$ cat config.mk
export PLATFORM = sky130hd
export DESIGN_NAME = lru_id_tracker
export DESIGN_NICKNAME = d
export VERILOG_FILES = /design/src/hw/rtl/lit_pkg.sv /design/src/hw/rtl/lit_cfg_regs.sv /design/src/hw/rtl/lit_ctrl.sv /design/src/hw/rtl/lit_datapath.sv /design/src/hw/rtl/lru_id_tracker.sv
export SDC_FILE = /design/constraint.sdc
export NUM_CORES = 2
export LEC_CHECK = 0
export BUFFER_PORTS_ARGS = -buffer_cell sky130_fd_sc_hd__buf_2
export CAP_MARGIN = 20
export CORE_UTILIZATION = 35
export CTS_CLUSTER_DIAMETER = 100
export DETAILED_ROUTE_END_ITERATION = 10
export MAX_ROUTING_LAYER = met4
export PLACE_DENSITY = 0.45
export SYNTH_ARGS = -nofsm -noshare
export SYNTH_HDL_FRONTEND = slang
export SYNTH_SLANG_ARGS = --single-unit
$ cat constraint.sdc
create_clock -name clk_i -period 8.67 [get_ports clk_i]
set_input_delay 0.867 -clock clk_i [delete_from_list [all_inputs] [get_ports clk_i]]
set_output_delay 0.867 -clock clk_i [all_outputs]
set_load 0.01 [all_outputs]
$ cat src/hw/rtl/lit_pkg.sv
// Shared types and constants for the LRU id tracker.
// Used by every module under hw/rtl; depends on nothing else.
package lit_pkg;

  // Defaults for the top-level parameters.
  localparam int unsigned ENTRIES_DEF = 64;
  localparam int unsigned ID_BITS_DEF = 16;

  // Fixed field widths of the ports.
  localparam int unsigned ACTION_W = 2;
  localparam int unsigned ID_W     = 16;
  localparam int unsigned COUNT_W  = 7;
  localparam int unsigned CAP_W    = 7;

  // Register port.
  localparam int unsigned PADDR_W = 3;
  localparam int unsigned PDATA_W = 32;
  localparam logic [CAP_W-1:0] CAP_RESET = 7'd64;
  localparam logic REG_IDX_CAPACITY = 1'b0;

  typedef enum logic [ACTION_W-1:0] {
    ACT_TOUCH  = 2'd0,
    ACT_INSERT = 2'd1,
    ACT_REMOVE = 2'd2,
    ACT_CLEAR  = 2'd3
  } action_e;

  typedef enum logic {
    ST_IDLE   = 1'b0,
    ST_UPDATE = 1'b1
  } state_e;

  // Commands from the controller to the datapath.
  typedef struct packed {
    logic capture;
    logic update;
  } cmd_t;

  // Status from the datapath to the controller.
  typedef struct packed {
    logic out_free;
  } sts_t;

endpackage

$ cat src/hw/rtl/lit_cfg_regs.sv
// Register port of the LRU id tracker: holds the capacity register.
// Depends on lit_pkg.
module lit_cfg_regs import lit_pkg::*; (
  input  logic               clk_i,
  input  logic               rst_ni,
  input  logic               psel,
  input  logic               penable,
  input  logic               pwrite,
  input  logic [PADDR_W-1:0] paddr,
  input  logic [PDATA_W-1:0] pwdata,
  output logic [PDATA_W-1:0] prdata,
  output logic               pready,
  output logic [CAP_W-1:0]   capacity_o
);

  logic [CAP_W-1:0] capacity_q;
  logic [CAP_W-1:0] capacity_d;
  logic             sel_cap;

  // Byte offsets within a word are not decoded.
  assign sel_cap = (paddr[2] == REG_IDX_CAPACITY);

  always_comb begin
    capacity_d = capacity_q;
    if (psel && penable && pwrite && sel_cap) begin
      capacity_d = pwdata[CAP_W-1:0];
    end
  end

  always_ff @(posedge clk_i or negedge rst_ni) begin
    if (!rst_ni) begin
      capacity_q <= CAP_RESET;
    end else begin
      capacity_q <= capacity_d;
    end
  end

  assign prdata     = sel_cap ? PDATA_W'(capacity_q) : '0;
  assign pready     = 1'b1;
  assign capacity_o = capacity_q;

endmodule

$ cat src/hw/rtl/lit_ctrl.sv
// Controller of the LRU id tracker: sequences capture and update of one word.
// Depends on lit_pkg.
module lit_ctrl import lit_pkg::*; (
  input  logic clk_i,
  input  logic rst_ni,
  input  logic in_valid_i,
  output logic in_stall_o,
  input  sts_t sts_i,
  output cmd_t cmd_o
);

  state_e state_q;
  state_e state_d;

  always_comb begin
    state_d = state_q;
    case (state_q)
      ST_IDLE: begin
        if (in_valid_i) begin
          state_d = ST_UPDATE;
        end
      end
      ST_UPDATE: begin
        if (sts_i.out_free) begin
          state_d = ST_IDLE;
        end
      end
      default: state_d = ST_IDLE;
    endcase
  end

  always_comb begin
    cmd_o      = '0;
    in_stall_o = 1'b1;
    case (state_q)
      ST_IDLE: begin
        in_stall_o    = 1'b0;
        cmd_o.capture = in_valid_i;
      end
      ST_UPDATE: begin
        // The result register must be empty or emptying before it is reloaded.
        cmd_o.update = sts_i.out_free;
      end
      default: begin
        in_stall_o = 1'b1;
      end
    endcase
  end

  always_ff @(posedge clk_i or negedge rst_ni) begin
    if (!rst_ni) begin
      state_q <= ST_IDLE;
    end else begin
      state_q <= state_d;
    end
  end

endmodule

$ cat src/hw/rtl/lit_datapath.sv
// Datapath of the LRU id tracker: recency list, parallel compare, shift and result.
// Depends on lit_pkg.
module lit_datapath import lit_pkg::*; #(
  parameter int unsigned ENTRIES = ENTRIES_DEF,
  parameter int unsigned ID_BITS = ID_BITS_DEF
) (
  input  logic                clk_i,
  input  logic                rst_ni,
  input  cmd_t                cmd_i,
  output sts_t                sts_o,
  input  logic [ACTION_W-1:0] action_i,
  input  logic [ID_W-1:0]     request_id_i,
  input  logic [CAP_W-1:0]    capacity_i,
  input  logic                out_stall_i,
  output logic                out_valid_o,
  output logic                hit_o,
  output logic                evicted_valid_o,
  output logic [ID_W-1:0]     evicted_id_o,
  output logic                removed_found_o,
  output logic [COUNT_W-1:0]  resident_count_o
);

  localparam int unsigned CNT_W = $clog2(ENTRIES + 1);
  localparam int unsigned CMP_W = (CNT_W > CAP_W) ? CNT_W : CAP_W;

  // Slot 0 holds the least recent id, slot count-1 the most recent.
  logic [ID_BITS-1:0] entry_q [ENTRIES];
  logic [ID_BITS-1:0] entry_d [ENTRIES];
  logic [ID_BITS-1:0] up      [ENTRIES];
  logic [CNT_W-1:0]   count_q;
  logic [CNT_W-1:0]   count_d;

  logic [ID_BITS-1:0] id_q;
  logic [ID_BITS-1:0] id_in;
  action_e            action_q;
  logic [ENTRIES-1:0] match_q;
  logic [ENTRIES-1:0] match_d;
  logic [ENTRIES-1:0] ge_pos;

  logic [CMP_W-1:0] cap_ext;
  logic [CMP_W-1:0] eff_cap;
  logic             full;
  logic             hit_any;

  logic             res_hit;
  logic             res_ev_valid;
  logic [ID_W-1:0]  res_ev_id;
  logic             res_removed;

  logic               out_valid_q;
  logic               hit_q;
  logic               ev_valid_q;
  logic [ID_W-1:0]    ev_id_q;
  logic               removed_q;
  logic [COUNT_W-1:0] res_count_q;

  assign id_in = ID_BITS'(request_id_i);

  // Compare the incoming id against every resident slot at once.
  always_comb begin
    for (int i = 0; i < int'(ENTRIES); i++) begin
      match_d[i] = (entry_q[i] == id_in) && (CNT_W'(i) < count_q);
    end
  end

  always_ff @(posedge clk_i) begin
    if (cmd_i.capture) begin
      id_q     <= id_in;
      action_q <= action_e'(action_i);
      match_q  <= match_d;
    end
  end

  // ge_pos marks the matching slot and every slot above it.
  always_comb begin
    for (int i = 0; i < int'(ENTRIES); i++) begin
      ge_pos[i] = |(match_q << (ENTRIES - 1 - i));
    end
  end

  always_comb begin
    for (int i = 0; i < int'(ENTRIES) - 1; i++) begin
      up[i] = entry_q[i+1];
    end
    up[ENTRIES-1] = entry_q[ENTRIES-1];
  end

  assign hit_any = |match_q;

  always_comb begin
    cap_ext = CMP_W'(capacity_i);
    eff_cap = cap_ext;
    if (cap_ext == '0) begin
      eff_cap = CMP_W'(1);
    end else if (cap_ext > CMP_W'(ENTRIES)) begin
      eff_cap = CMP_W'(ENTRIES);
    end
  end

  assign full = (CMP_W'(count_q) >= eff_cap) && (count_q != '0);

  always_comb begin
    entry_d      = entry_q;
    count_d      = count_q;
    res_hit      = hit_any;
    res_ev_valid = 1'b0;
    res_ev_id    = '0;
    res_removed  = 1'b0;
    case (action_q)
      ACT_TOUCH: begin
        if (hit_any) begin
          for (int i = 0; i < int'(ENTRIES); i++) begin
            if (ge_pos[i]) begin
              entry_d[i] = (CNT_W'(i + 1) == count_q) ? id_q : up[i];
            end
          end
        end
      end
      ACT_INSERT: begin
        if (!hit_any) begin
          if (full) begin
            // Drop the least recent slot and append at the same count.
            res_ev_valid = 1'b1;
            res_ev_id    = ID_W'(entry_q[0]);
            for (int i = 0; i < int'(ENTRIES); i++) begin
              entry_d[i] = (CNT_W'(i + 1) == count_q) ? id_q : up[i];
            end
          end else begin
            for (int i = 0; i < int'(ENTRIES); i++) begin
              if (CNT_W'(i) == count_q) begin
                entry_d[i] = id_q;
              end
            end
            count_d = count_q + CNT_W'(1);
          end
        end
      end
      ACT_REMOVE: begin
        if (hit_any) begin
          res_removed = 1'b1;
          for (int i = 0; i < int'(ENTRIES); i++) begin
            if (ge_pos[i]) begin
              entry_d[i] = up[i];
            end
          end
          count_d = count_q - CNT_W'(1);
        end
      end
      ACT_CLEAR: begin
        res_hit = 1'b0;
        count_d = '0;
      end
      default: begin
        count_d = count_q;
      end
    endcase
  end

  always_ff @(posedge clk_i) begin
    if (cmd_i.update) begin
      entry_q     <= entry_d;
      hit_q       <= res_hit;
      ev_valid_q  <= res_ev_valid;
      ev_id_q     <= res_ev_id;
      removed_q   <= res_removed;
      res_count_q <= COUNT_W'(count_d);
    end
  end

  always_ff @(posedge clk_i or negedge rst_ni) begin
    if (!rst_ni) begin
      count_q     <= '0;
      out_valid_q <= 1'b0;
    end else begin
      if (cmd_i.update) begin
        count_q     <= count_d;
        out_valid_q <= 1'b1;
      end else if (!out_stall_i) begin
        out_valid_q <= 1'b0;
      end
    end
  end

  assign sts_o.out_free   = !out_valid_q || !out_stall_i;
  assign out_valid_o      = out_valid_q;
  assign hit_o            = hit_q;
  assign evicted_valid_o  = ev_valid_q;
  assign evicted_id_o     = ev_id_q;
  assign removed_found_o  = removed_q;
  assign resident_count_o = res_count_q;

endmodule

$ cat src/hw/rtl/lru_id_tracker.sv
// Top level of the LRU id tracker: register port, controller and datapath.
// Depends on lit_pkg, lit_cfg_regs, lit_ctrl and lit_datapath.
//
//   Channel   Direction  Handshake                Payload
//   in        input      in_valid_i / in_stall_o  action_i, request_id_i
//   out       output     out_valid_o / out_stall_i hit_o, evicted_valid_o, evicted_id_o,
//                                                 removed_found_o, resident_count_o
//   config    input      psel/penable/pwrite      paddr, pwdata, prdata
//
// Each word is accepted in the capture cycle, which compares the id against all slots
// in parallel and registers the match; the update state shifts the list and loads the result register.
// One word is in work at a time; a new word is accepted while the previous result waits.
// A stalled output holds the update cycle until the result register frees up.
// Reset empties the list and sets capacity to 64; slot contents need no clearing.
module lru_id_tracker import lit_pkg::*; #(
  parameter int unsigned ENTRIES = ENTRIES_DEF,
  parameter int unsigned ID_BITS = ID_BITS_DEF
) (
  input  logic                clk_i,
  input  logic                rst_ni,
  input  logic                in_valid_i,
  output logic                in_stall_o,
  input  logic [ACTION_W-1:0] action_i,
  input  logic [ID_W-1:0]     request_id_i,
  output logic                out_valid_o,
  input  logic                out_stall_i,
  output logic                hit_o,
  output logic                evicted_valid_o,
  output logic [ID_W-1:0]     evicted_id_o,
  output logic                removed_found_o,
  output logic [COUNT_W-1:0]  resident_count_o,
  input  logic                psel,
  input  logic                penable,
  input  logic                pwrite,
  input  logic [PADDR_W-1:0]  paddr,
  input  logic [PDATA_W-1:0]  pwdata,
  output logic [PDATA_W-1:0]  prdata,
  output logic                pready
);

  logic [CAP_W-1:0] capacity;
  cmd_t             cmd;
  sts_t             sts;

  lit_cfg_regs u_cfg (
    .clk_i      (clk_i),
    .rst_ni     (rst_ni),
    .psel       (psel),
    .penable    (penable),
    .pwrite     (pwrite),
    .paddr      (paddr),
    .pwdata     (pwdata),
    .prdata     (prdata),
    .pready     (pready),
    .capacity_o (capacity)
  );

  lit_ctrl u_ctrl (
    .clk_i      (clk_i),
    .rst_ni     (rst_ni),
    .in_valid_i (in_valid_i),
    .in_stall_o (in_stall_o),
    .sts_i      (sts),
    .cmd_o      (cmd)
  );

  lit_datapath #(
    .ENTRIES (ENTRIES),
    .ID_BITS (ID_BITS)
  ) u_dp (
    .clk_i            (clk_i),
    .rst_ni           (rst_ni),
    .cmd_i            (cmd),
    .sts_o            (sts),
    .action_i         (action_i),
    .request_id_i     (request_id_i),
    .capacity_i       (capacity),
    .out_stall_i      (out_stall_i),
    .out_valid_o      (out_valid_o),
    .hit_o            (hit_o),
    .evicted_valid_o  (evicted_valid_o),
    .evicted_id_o     (evicted_id_o),
    .removed_found_o  (removed_found_o),
    .resident_count_o (resident_count_o)
  );

endmodule

# After elaboration in Yosys (flattened, before gate mapping)
# Index checks and enable logic that the tools add are counted.
# classes
add_sub_neg	2
n_mul	0
div_mod_pow	0
n_lt_le_gt_ge	66
eq_ne	262
n_shift	0
n_mux	213
bitwise	5
reduce_logical	206
# ops
op	count
$mux W1024	4
$pmux W1024 S3	1
$mux W16	191
$eq A16 B16 Y1	64
$reduce_and A7 Y1	62
$ne A2 B1 Y1 const B	129
$eq A6 B7 Y1 const A	32
$lt A6 B7 Y1 const A	32
$eq A5 B7 Y1 const A	16
$lt A5 B7 Y1 const A	16
$logic_and A1 B1 Y1	68
$reduce_or A66 Y1	1
$reduce_or A65 Y1	1
$reduce_or A64 Y1	1
$reduce_or A63 Y1	1
$reduce_or A62 Y1	1
$reduce_or A61 Y1	1
$reduce_or A60 Y1	1
$reduce_or A59 Y1	1
$reduce_or A58 Y1	1
$reduce_or A57 Y1	1
$eq A4 B7 Y1 const A	8
$lt A4 B7 Y1 const A	8
$reduce_or A56 Y1	1
83 further kinds	112
# word_totals
register_bits	1148
latch_bits	0
mem_bits_rw	0
mem_bits_ro	0
inputBits	60
output_inout_bits	61
wordCells	830
mem_count	0

# Longest topological paths before layout
# logic_depth
ltp_word	8
ltp_mapped	14
mapped_depth_nobuf	11

# By module
# Synthesis repeated with hierarchy kept, for this count alone.
# hier_totals
hier_cells	6120
hier_area_um2	67908.9
# by_module_without_submodules
mod	n_inst	cells_per_inst	area_each_um2
lit_datapath	1	6065	67313.3
lit_cfg_regs	1	50	543.0
lit_ctrl	1	5	52.6

# Worst setup path before layout
# No wires, ideal clock.
# synth_path
kind	input -> register
from	input in_valid_i
to	register u_dp.action_q[0], enable pin
setup_time_ns	0.532
t_arrival_ns	4.450
required_ns	8.138
setup_slack_ns	3.688
cell_stages	1
path_cell_list	nor2b_1
# synth_between
elab_chain_len	1
# synth_rtl
element	line_no	source
start: declaration	lru_id_tracker.sv:21	input logic in_valid_i,
$mux W1	lit_ctrl.sv:35	case (state_q)
end signal: assignment	lit_datapath.sv:69	action_q <= action_e'(action_i);
end: declaration	lit_datapath.sv:35	action_e action_q;
# Every way passes these cells.
# A chain may end at the register's enable or synchronous reset.

==> flow_metrics.py <==
metrics = {
    "critical_path": {
        "crit_buf_inv": 4,
        "critPathKind": "flip-flop to flip-flop",
        "crit_chain": "inv_1 > ha_4 > buf_4 > buf_4 > buf_12 > nand2_1 > o21ai_0 > nand2_1 > o21ai_0",
        "cp_max_fo": 186,
        "crit_arrival_ns": 5.46,
        "start_kind": "flip-flop",
        "cp_slowest_cell": "buf_4",
        "critPathTopFamily": "buffers and inverters",
        "cp_slowest_stage_delay_ns": 0.93,
        "required_ns": 9.28,
        "endpoint_kind": "flip-flop",
    },
    "clocking": {
        "ctsResizeCount": 0,
        "post_cts_buffers": 0,
        "cts_buffers": 151,
        "cts_hold_buf": 1,
        "clk_path_buf_depth": 3,
        "clkSinkCount": 1148,
        "htreeDepth": 4,
        "cts_root_buffer": "clkbuf_16",
        "clk_latency_ns": 0.82,
        "cts_tree": "yes",
        "path_clk_slew_ns": 0.06,
    },
    "run": {
        "maxCapViolCount": 0,
    },
    "sta": {
        "finalHoldViolCount": 0,
        "finalWorstSetupSlack_ns": 3.82,
        "slew_violations": 0,
        "finalCritPeriodShare": 0.560,
        "finalSetupViolations": 0,
        "fmax_ghz": 0.206,
        "skew_ns": 0.0251,
        "period_minus_slack_ns": 4.85,
        "rsz0062_at_grt": "false",
        "worst_pin_slew_ns": 1.29,
        "setup-tns-final_ns": 0,
        "relSlewSlack": 0.142,
    },
    "pwr": {
        "p_per_area_mw_per_mm2": 289,
        "p_leak_nw": 31.0,
        "ir_worst_vdd_mv": 0.288,
    },
    "synthesis": {
        "synth_top_flop_cell": "edfxtp_1",
        "yosys_warnings": 0,
        "netlist_instances": 8505,
        "async_flop_share": 0.0139,
        "synth.avg_cell_area_sq_um": 9.39,
        "synth.distinct_cells": 65,
        "seq_area_frac_synth": 0.431,
        "ys_ff_latch": 1148,
        "synth_edf_count": 1132,
        "syn_area_sq_mm": 0.0798,
    },
    "place": {
        "dp_slack_ns": 3.89,
        "io_buffers": 67,
        "place_congestion": 0.884,
        "dp_hpwl_microns": 208000,
    },
    "floorplanning": {
        "die_w_microns": 480,
        "fp.coreArea_sq_mm": 0.226,
        "io_pins": 121,
        "start_util": 0.354,
        "rows": 174,
        "dieArea_sq_mm": 0.230,
        "fp.dieH_microns": 480,
    },
    "layout": {
        "layout.nets": 8219,
        "syn2layout_area_growth_pct": 9.46,
        "final_layout_size_suffix_gt1_frac": 0.0651,
        "final_util": 0.387,
        "fill_cells": 22400,
    },
    "grt": {
        "grt_overflow": 0,
        "grt_start_max_net_pins": 216,
        "grt_use_total": 0.287,
        "antenna_found_initial": 11,
        "grt_pass1_wl_microns": 476000,
        "grt_pass1_vias": 65400,
    },
    "min_path": {
        "hold_class": "primary input to flip-flop",
    },
    "drt": {
        "drt-pass1-iter-count": 5,
        "ant_nets": 0,
        "drc_errors": 0,
        "routed_wl_microns": 330000,
        "post_drt_wl_per_cell_microns": 29.3,
        "via_per_inst": 5.95,
        "vias": 66900,
        "drt_iter0_drc": 7074,
    },
    "outcome": {
        "outcome": "finished, final reports clean",
    },
}
-- power by group --
| part | switching, W | leakage, nW | total [W] | internal, W |
|---|---|---|---|---|
| clock network | 0.00266 | 2.21 | 0.00603 | 0.00337 |
| registers | 0.00116 | 10.8 | 0.00931 | 0.00815 |
| logic | 0.00702 | 18.0 | 0.00989 | 0.00286 |
-- metal layers --
metal | routed length (microns) | track usage
met4 | 8570 | 0.0774
met3 | 24000 | 0.0441
met1 | 149000 | 0.397
met5 | 0 | -
met2 | 149000 | 0.434
-- area by class of cell --
cell class,instances,area (sq um),area share
antenna,4,10.0,0.000115
clock inverter,68,375,0.00430
tap,2992,3740,0.0428
sequential,1148,34400,0.394
inverter,22,82.6,0.000945
timing repair buffer,271,2360,0.0270
multi-input combinational,6548,42300,0.484
clock buffer,203,4140,0.0474
-- registers in the layout (all words and copies together), names as in the netlist, 2 cells and up --
name	count
u_dp.entry_q	1024
u_dp.match_q	64
u_dp.evicted_id_o	16
u_dp.id_q	16
u_cfg.capacity_o	7
u_dp.count_q	7
u_dp.resident_count_o	7
u_dp.action_q	2
-- layout by cell type (no fill, tap or decap), types with 17 or more instances in the layout --
cell type  Yosys  final
nand2_1     1671   1671
o21ai_0     1548   1548
edfxtp_1    1132   1132
mux2i_1     1008   1008
xor2_1       646    646
o2bb2ai_1    400    400
xnor2_1      381    381
nor4_1       190    189
buf_4         40    170
clkbuf_16      0    158
nand4_1      113    113
nor2_1       104     94
o21ai_1       84     83
nand3_1       53     53
buf_2         86     52
clkbuf_1     592     43
nor3_1        42     41
a21oi_1       46     40
clkinv_1       1     40
a22o_1        32     32
conb_1         2     26
nor2_2        17     25
and2_1        25     25
inv_1         21     21
clkinv_2       0     18
buf_12         0     18
buf_6          6     17
-- synthesized netlist by cell type (all sizes together) (3+ instances only) --
cell        n  area share
a2111oi     4     0.00044
a211oi     17      0.0018
a21oi      46      0.0029
a22o       32      0.0035
a22oi       3     0.00028
and2       26      0.0021
and3        6     0.00047
and4        4     0.00044
buf       219       0.014
clkbuf    592       0.028
dfrtp      15      0.0047
edfxtp   1132        0.43
ha         17      0.0027
inv        21     0.00099
mux2        8      0.0011
mux2i    1008        0.13
nand2    1672       0.079
nand2b      7     0.00055
nand3      53      0.0033
nand4     113      0.0089
nor2      121      0.0062
nor2b      14      0.0011
nor3       50      0.0039
nor3b       3     0.00042
nor4      192       0.015
nor4b       3     0.00033
o2111ai     8     0.00088
o211ai      4     0.00038
o21a        5     0.00047
o21ai    1633        0.10
o22ai       3     0.00024
o2bb2ai   400       0.044
o31a        3     0.00033
or2         3     0.00024
or3         8     0.00063
or4        14      0.0014
xnor2     381       0.042
xor2      646       0.071
-- final timing paths --
check | start | endpoint | slack [ns] | cells after the start
worst min-delay path | action_i[1] | u_dp.action_q[1]$_DFFE_PP_ | 0.25 | 1
worst min register to register | u_dp.out_valid_o$_DFFE_PN0P_ | u_dp.out_valid_o$_DFFE_PN0P_ | 0.49 | 2
worst max register to register | u_dp.action_q[0]$_DFFE_PP_ | u_dp.entry_q[70]$_DFFE_PP_ | 3.82 | 9
min in group asynchronous | rst_ni | u_cfg.capacity_o[5]$_DFFE_PN0P_ | 0.53 | 2
max in group asynchronous | rst_ni | u_cfg.capacity_o[6]$_DFFE_PN1P_ | 7.79 | 2
worst max-delay path | u_dp.action_q[0]$_DFFE_PP_ | u_dp.entry_q[70]$_DFFE_PP_ | 3.82 | 9
-- kinds of logic (layout without fill, tap and decap cells) --
kind of cell / count (synthesis) / count (layout) / synth area share
adders and majority gates: 17 / 17 / 0.00266
buffers and inverters: 833 / 564 / 0.0430
and+or+nand+nor: 2291 / 2291 / 0.124
other: 2 / 30 / 0.0000941
muxes: 1016 / 1016 / 0.128
DFF: 1148 / 1148 / 0.431
xor gates and xnor gates: 1027 / 1027 / 0.113
AOI/OAI and AO/OA: 2171 / 2171 / 0.159
-- stage by stage --
stage                     cells  hold WS (ns)  total power (W)  instance area [sq um]
after floorplan            8529         0.495           0.0153                  79900
after global placement    11000         0.494           0.0190                  82600
after detailed placement  11000         0.488           0.0190                  82700
after CTS                 11200         0.198           0.0251                  87300
after global routing      11300         0.224           0.0263                  87400
final                     11300         0.251           0.0252                  87400
(Power assumes the default switching activity.)
